**src/hw/rtl/bla_pkg.sv**
```systemverilog
// shared constants, types and codes for the bakery lock arbiter
// no dependencies; imported by bla_cell and bakery_lock_arbiter_top
package bla_pkg;

  localparam int THREADS    = 8;
  localparam int LABEL_BITS = 16;
  localparam int TICKET_W   = 16;
  localparam int ID_W       = 3;
  localparam int ACT_W      = 4;

  typedef logic [LABEL_BITS-1:0] label_t;

  localparam label_t LABEL_MAX = {LABEL_BITS{1'b1}};

  typedef enum logic [1:0] {
    OP_TAKE    = 2'd0,
    OP_POLL    = 2'd1,
    OP_RELEASE = 2'd2,
    OP_NONE    = 2'd3
  } op_t;

  typedef enum logic [1:0] {
    S_IDLE = 2'd0,
    S_SCAN = 2'd1,
    S_FIN  = 2'd2
  } state_t;

  // scan token walking along the row of cells
  typedef struct packed {
    logic   valid;
    label_t max_label;
    logic   any_other;
    logic   blk_sat;
    logic   blk;
  } tok_t;

  // static per-cell view of the current request
  typedef struct packed {
    logic examined;
    logic is_self;
    logic below_self;
  } cell_ctl_t;

  typedef struct packed {
    logic   en;
    logic   flag;
    label_t label;
  } cell_wr_t;

endpackage

```
**src/hw/rtl/bla_cell.sv**
```systemverilog
// one requester entry: flag and label, plus one stage of the scan token
// depends on bla_pkg
module bla_cell
  import bla_pkg::*;
(
  input  logic      clk,
  input  logic      rst_n,
  input  cell_ctl_t ctl,
  input  cell_wr_t  wr,
  input  label_t    who_label,
  input  tok_t      tok_in,
  output tok_t      tok_out,
  output logic      flag_o,
  output label_t    label_o
);

  logic   flag_r;
  logic   flag_nxt;
  label_t label_r;
  label_t label_nxt;
  tok_t   tok_r;
  tok_t   tok_nxt;
  logic   other;

  assign other = ctl.examined && !ctl.is_self && flag_r;

  always_comb begin
    tok_nxt           = tok_in;
    tok_nxt.max_label = (label_r > tok_in.max_label) ? label_r : tok_in.max_label;
    tok_nxt.any_other = tok_in.any_other | other;
    // after a saturated take the requester sits at the maximum label
    tok_nxt.blk_sat   = tok_in.blk_sat | (other && ((label_r != LABEL_MAX) || ctl.below_self));
    tok_nxt.blk       = tok_in.blk | (other && ((label_r < who_label) ||
                        ((label_r == who_label) && ctl.below_self)));
  end

  always_comb begin
    flag_nxt  = wr.en ? wr.flag : flag_r;
    label_nxt = wr.en ? wr.label : label_r;
  end

  always_ff @(posedge clk) begin
    if (!rst_n) begin
      flag_r      <= 1'b0;
      label_r     <= '0;
      tok_r.valid <= 1'b0;
    end else begin
      flag_r      <= flag_nxt;
      label_r     <= label_nxt;
      tok_r.valid <= tok_nxt.valid;
    end
    tok_r.max_label <= tok_nxt.max_label;
    tok_r.any_other <= tok_nxt.any_other;
    tok_r.blk_sat   <= tok_nxt.blk_sat;
    tok_r.blk       <= tok_nxt.blk;
  end

  assign tok_out = tok_r;
  assign flag_o  = flag_r;
  assign label_o = label_r;

endmodule

```
**src/hw/rtl/bakery_lock_arbiter_top.sv**
```systemverilog
// Bakery lock arbiter: one result for every request. A request is taken only while idle: the
// accept cycle registers it and launches a scan token, which walks the row through the token
// register of each requester cell, collecting the largest label and any blocking entry; when
// it leaves the last cell the requester's entry is updated and the result register loaded,
// then the result moves into the output register and the block returns to idle for the next
// request. A stalled result holds the block in its final stage. A new request is taken once
// the previous result has been loaded, whether or not it has been taken yet.
// depends on bla_pkg and bla_cell
module bakery_lock_arbiter_top
  import bla_pkg::*;
(
  input  logic                clk,
  input  logic                rst_n,
  input  logic                in_valid,
  output logic                in_stall,
  input  logic [1:0]          in_operation,
  input  logic [ID_W-1:0]     in_thread_id,
  output logic                out_valid,
  input  logic                out_stall,
  output logic                out_may_enter,
  output logic [TICKET_W-1:0] out_ticket,
  output logic                out_ticket_saturated,
  input  logic                cfg_valid,
  output logic                cfg_ready,
  input  logic [ACT_W-1:0]    cfg_data
);

  state_t state_r, state_nxt;
  logic [ACT_W-1:0] active_r;
  op_t              op_r;
  logic [ID_W-1:0]  who_r;
  logic             who_ok_r;
  logic             who_flag_r;
  label_t           who_label_r;
  logic             start_r;

  logic             res_may_r;
  label_t           res_ticket_r;
  logic             res_sat_r;

  logic             out_valid_r;
  logic             out_may_r;
  logic [TICKET_W-1:0] out_ticket_r;
  logic             out_sat_r;

  tok_t             tok_chain [THREADS+1];
  logic [THREADS-1:0] tok_vld;
  cell_ctl_t        ctl [THREADS];
  cell_wr_t         wr [THREADS];
  logic             cell_flag [THREADS];
  label_t           cell_label [THREADS];

  logic   accept;
  logic   res_load;
  logic   out_load;
  logic   sel_flag;
  label_t sel_label;
  logic   sat_c;
  label_t new_label_c;
  logic   may_c;
  label_t ticket_c;
  logic   upd_en;
  logic   upd_flag;
  label_t upd_label;
  tok_t   last;

  assign last = tok_chain[THREADS];

  // next state
  always_comb begin
    state_nxt = state_r;
    case (state_r)
      S_IDLE:  if (in_valid) state_nxt = S_SCAN;
      S_SCAN:  if (last.valid) state_nxt = S_FIN;
      S_FIN:   if (!out_valid_r || !out_stall) state_nxt = S_IDLE;
      default: state_nxt = S_IDLE;
    endcase
  end

  // state outputs
  always_comb begin
    in_stall = 1'b1;
    res_load = 1'b0;
    out_load = 1'b0;
    case (state_r)
      S_IDLE:  in_stall = 1'b0;
      S_SCAN:  res_load = last.valid;
      S_FIN:   out_load = !out_valid_r || !out_stall;
      default: in_stall = 1'b1;
    endcase
  end

  assign accept    = in_valid && !in_stall;
  assign cfg_ready = 1'b1;

  // pick the requester's entry at accept time
  always_comb begin
    sel_flag  = 1'b0;
    sel_label = '0;
    for (int i = 0; i < THREADS; i++) begin
      if (32'(i) == 32'(in_thread_id)) begin
        sel_flag  = cell_flag[i];
        sel_label = cell_label[i];
      end
    end
  end

  assign tok_chain[0] = '{valid: start_r, max_label: '0, any_other: 1'b0,
                          blk_sat: 1'b0, blk: 1'b0};

  genvar g;
  generate
    for (g = 0; g < THREADS; g++) begin : g_cell
      assign ctl[g].examined   = 32'(g) < 32'(active_r);
      assign ctl[g].is_self    = 32'(g) == 32'(who_r);
      assign ctl[g].below_self = 32'(g) < 32'(who_r);
      assign wr[g].en          = upd_en && ctl[g].is_self;
      assign wr[g].flag        = upd_flag;
      assign wr[g].label       = upd_label;
      assign tok_vld[g]        = tok_chain[g+1].valid;

      bla_cell u_cell (
        .clk       (clk),
        .rst_n     (rst_n),
        .ctl       (ctl[g]),
        .wr        (wr[g]),
        .who_label (who_label_r),
        .tok_in    (tok_chain[g]),
        .tok_out   (tok_chain[g+1]),
        .flag_o    (cell_flag[g]),
        .label_o   (cell_label[g])
      );
    end
  endgenerate

  // result and entry update once the token leaves the last cell
  always_comb begin
    sat_c       = (last.max_label == LABEL_MAX);
    new_label_c = sat_c ? LABEL_MAX : label_t'(last.max_label + label_t'(1));
    upd_en      = 1'b0;
    upd_flag    = who_flag_r;
    upd_label   = who_label_r;
    may_c       = who_flag_r && !last.blk;
    ticket_c    = who_label_r;
    case (op_r)
      OP_TAKE: begin
        upd_en    = res_load && who_ok_r;
        upd_flag  = 1'b1;
        upd_label = new_label_c;
        ticket_c  = new_label_c;
        // the new label is above every other, unless it saturated
        may_c     = sat_c ? !last.blk_sat : !last.any_other;
      end
      OP_RELEASE: begin
        upd_en   = res_load && who_ok_r;
        upd_flag = 1'b0;
        may_c    = 1'b0;
      end
      default: begin
        upd_en = 1'b0;
      end
    endcase
  end

  always_ff @(posedge clk) begin
    if (!rst_n) begin
      state_r     <= S_IDLE;
      active_r    <= ACT_W'(8);
      start_r     <= 1'b0;
      out_valid_r <= 1'b0;
    end else begin
      state_r <= state_nxt;
      start_r <= accept;
      if (cfg_valid && cfg_ready) begin
        active_r <= cfg_data;
      end
      if (out_load) begin
        out_valid_r <= 1'b1;
      end else if (!out_stall) begin
        out_valid_r <= 1'b0;
      end
    end
    if (accept) begin
      op_r        <= op_t'(in_operation);
      who_r       <= in_thread_id;
      who_ok_r    <= 32'(in_thread_id) < THREADS;
      who_flag_r  <= sel_flag;
      who_label_r <= sel_label;
    end
    if (res_load) begin
      res_may_r    <= who_ok_r && may_c;
      res_ticket_r <= who_ok_r ? ticket_c : '0;
      res_sat_r    <= who_ok_r && (op_r == OP_TAKE) && sat_c;
    end
    if (out_load) begin
      out_may_r    <= res_may_r;
      out_ticket_r <= TICKET_W'(res_ticket_r);
      out_sat_r    <= res_sat_r;
    end
  end

  assign out_valid            = out_valid_r;
  assign out_may_enter        = out_may_r;
  assign out_ticket           = out_ticket_r;
  assign out_ticket_saturated = out_sat_r;

`ifndef SYNTHESIS
  a_one_token: assert property (@(posedge clk) disable iff (!rst_n)
    $onehot0({tok_vld, start_r}))
    else $error("more than one scan token in flight");

  a_idle_quiet: assert property (@(posedge clk) disable iff (!rst_n)
    !in_stall |-> (tok_vld == '0) && !start_r)
    else $error("request taken while a scan is still running");

  a_write_at_end: assert property (@(posedge clk) disable iff (!rst_n)
    upd_en |-> (state_r == S_SCAN) && last.valid)
    else $error("entry written outside the end of a scan");

  a_scan_done: assert property (@(posedge clk) disable iff (!rst_n)
    (state_r == S_SCAN) && last.valid |=> (state_r == S_FIN))
    else $error("scan finished without moving to result stage");
`endif

endmodule

```
**config.mk**
```make
export PLATFORM = sky130hd
export DESIGN_NAME = bakery_lock_arbiter_top
export DESIGN_NICKNAME = d
export VERILOG_FILES = /design/src/hw/rtl/bla_pkg.sv /design/src/hw/rtl/bla_cell.sv /design/src/hw/rtl/bakery_lock_arbiter_top.sv
export SDC_FILE = /design/constraint.sdc
export NUM_CORES = 1
export LEC_CHECK = 0
export BUFFER_PORTS_ARGS = -buffer_cell sky130_fd_sc_hd__buf_4
export CAP_MARGIN = 10
export CORE_MARGIN = 3
export CORE_UTILIZATION = 50
export DETAILED_ROUTE_END_ITERATION = 12
export PLACE_DENSITY = 0.71
export SLEW_MARGIN = 20
export SYNTH_ARGS = -nofsm -noshare
export SYNTH_HDL_FRONTEND = slang
export SYNTH_SLANG_ARGS = --single-unit
```
**constraint.sdc**
```tcl
create_clock -name clk -period 2.9 [get_ports clk]
set_input_delay 0.435 -clock clk [delete_from_list [all_inputs] [get_ports clk]]
set_output_delay 0.435 -clock clk [all_outputs]
set_load 0.01 [all_outputs]
```
==> results.md <==
* Top post-synthesis cells by area: dfxtp_1, ha_1, edfxtp_1
* Fillers at 3230
* Flop pwr share at 48.0%
* Worst setup EP type: register
* Slew headroom at 10.9%
* DRT Pass-1 Iters at 8
* Leakage power at 9.30 nW
* Post-CTS Hold Buffers at 0
* Reg area at 0.00783 mm^2
* Slew Limit Fails at 0
* Critical Path Source Type: register
* Largest family of logic cells by synthesized area: compound AO/OA/AOI/OAI gates
* Vias/cell at 6.51
* Combinational share of power at 5.2%
* CP Max Fanout at 10
* Layout cells sized above 1 at 17.6%
* Setup Buffers After CTS at 0
* Die Width at 203 um
* # rows at 71
* Synth Area in XOR/XNOR at 0.271%
* Maximum VDD drop at 0.336 mV
* Post-route clock period utilization at 94.0%
* Final TNS setup at 0 ns
* Synth top area share at 31.4%
* Cts repair resizes at 0
* Clk root buf: clkbuf_16
* Largest net degree at the start of global routing at 61
* Area grow syn2layout at 15.0%
* Port Buffers at 33
* Multi-input logic area at 0.0106 mm^2
* Post-Synthesis Cell Area at 0.0194 mm^2
* Clk sinks at 362
* Adder-Cell Fraction of Synth Area at 15.5%
* CTS H-tree lvls at 2
* Hold Fails Final Rpt at 0
* Max Root-Sink Buffers at 3
* Die area at 0.0412 mm^2
* Status: finished clean
* Synth Area in Simple Gates at 13.9%
* I/O pin count at 35
* TritonCTS clock tree: done
* Worst-margin pin slew at 1.33 ns
* DRT iter0 DRCs at 2355
* Most frequent cell after synthesis: dfxtp_1
* Predominant post-synthesis flop cell: dfxtp_1
* Total wire length at 73.4 mm
* Final antenna-violating net count at 0
* Clock skew at 0.0230 ns
* Crit Path Category: register to register
* F_max at 367 MHz
* Hold_ws at 0.0638 ns
* Final net count at 2425
* Clock Latency Late Sink at 0.56 ns
* Mux contribution to synthesized area at 8.20%
* Global Route Usage Sum at 34.6%
* Worst-path clk slew at 0.06 ns
* Maxcap violations at 0
* Number of flops mapped to enable cells by yosys at 58
* Yosys top cell by area: dfxtp_1
* Clock group share of total power at 46.7%
* Synth Area in Compound Gates at 16.5%
* Pint at 8.15 mW
* Setup violators final at 0
* Unrepaired setup endpoints after global routing: false
* Part of the Yosys area used for sequential elements at 40.3%
* Net Count, Synth at 2301
* PD cells at 481 mW/mm^2
* Min Tclk post-route at 2.73 ns
* Routed via count at 17.7k
* DRC at 0
* Die Ht at 203 um
* Switch share at 24.1%
* Drt wl/cell at 27.0 um
* Initial antenna violation count at 2
* Commonest cells in the netlist: dfxtp_1, ha_1, inv_1
* Sw power at 2.59 mW
* Unique cell type count in the Yosys netlist at 75
* Post-DP HPWL at 56.1 mm
* Critical Path RT at 3.34 ns
* GPL Wtd Cong at 1.06
* Post-synthesis register bit count at 362
* Hold Crit Class: input pin to register
* Ys Warns at 0
* Vias in the first global route at 16.7k
* GRT overflow at 0
* Fraction of registers with async set/reset at 0%
* Crit path arrival time at 3.17 ns
* CORE AREA at 0.0379 mm^2
* Starting Density at 51.1%
* Avg Inst Size Synth at 9.48 um^2
* First-pass GRT wire length at 106 mm
* TritonCTS Buffers at 39
* Post-Syn Instances at 2047
-- power groups by stage --
stage / Combinational (mW) / Clock, mW / Sequential [mW]
finish: 0.564 / 5.02 / 5.16
global route: 0.580 / 5.23 / 5.16
CTS: 0.532 / 5.03 / 5.16
detailed placement: 0.528 / 0 / 5.27
global placement: 0.520 / 0 / 5.27
floorplan: 0.313 / 0 / 5.25
-- critical path, cell delays in order (launching register included) --
cell and delay, ns:
dfxtp_1 0.37, ha_1 0.25, nand4_2 0.18, or4_4 0.60
o21ai_1 0.23, buf_4 0.28, o221ai_2 0.31, o21ai_0 0.40
-- kinds of logic after synthesis --
group                    Yosys count
AND/OR/NAND/NOR                  536
AO/OA/AOI/OAI                    492
flip-flops                       362
buffers and inverters            268
adder cells (fa/ha/maj)          240
multiplexers                     142
XOR/XNOR                           6
other                              1
-- cell type report --
class / count / share of cell area (%)
Multi-Input combinational cell: 1417 / 47.3
Sequential cell: 362 / 35.1
Timing Repair Buffer: 182 / 6.12
Clock buffer: 57 / 5.18
Tap cell: 511 / 2.86
Inverter: 169 / 2.85
Clock inverter: 15 / 0.561
Antenna cell: 1 / 0.0112
-- path summary, 6_finish.rpt --
check                                    from                     endpoint  slack (ns)  cells after the start
setup / recovery  g_cell[7].u_cell.tok_out[3]  g_cell[2].u_cell.label_o[8]        0.17                      7
hold / removal                in_operation[1]                      op_r[1]        0.06                      1
setup reg to reg  g_cell[7].u_cell.tok_out[3]  g_cell[2].u_cell.label_o[8]        0.17                      7
hold reg to reg   g_cell[5].u_cell.tok_out[2]  g_cell[6].u_cell.tok_out[2]        0.40                      1
-- state kept, by name (all words and copies together), names as in the netlist, 2 cells and up --
register	flops
g_cell.u_cell.flag_o	8
active_r	4
g_cell.u_cell.label_o	128
state_r	2
who_label_r	16
out_ticket	16
res_ticket_r	16
g_cell.u_cell.tok_out	160
who_r	3
op_r	2
-- layer usage --
layer / global-route usage [%] / vias to the layer above / wire, um
li1: - / 7734 / -
met1: 44.8 / 8303 / 28100
met2: 50.4 / 1267 / 29700
met3: 12.9 / 356 / 10700
met4: 18.2 / 4 / 4870
met5: 0 / - / 17
-- cell usage in the layout, fill, tap and decap left out, types with 41 or more instances in the layout --
cell type	instances
nand3_1	89
mux2_2	106
nand4_1	76
inv_1	168
buf_4	182
a21oi_1	113
nor2_1	134
ha_1	240
dfxtp_1	304
edfxtp_1	58
nand2_1	102
a211oi_1	73
clkbuf_16	41
o21ai_0	136
-- metrics by stage --
step	cells	power [mW]	utilization, %	instance area (um^2)	setup WS, ns
3_3_place_gp	2641	5.79	55.4	21000	0.341
2_1_floorplan	2047	5.56	-	19400	0.506
5_1_grt	2713	11.0	58.8	22300	0.101
3_5_place_dp	2641	5.79	55.4	21000	0.292
4_1_cts	2713	10.7	58.8	22300	0.264
6_report	2714	10.7	58.8	22300	0.174
Note: power is estimated with default switching activity, not from simulation.
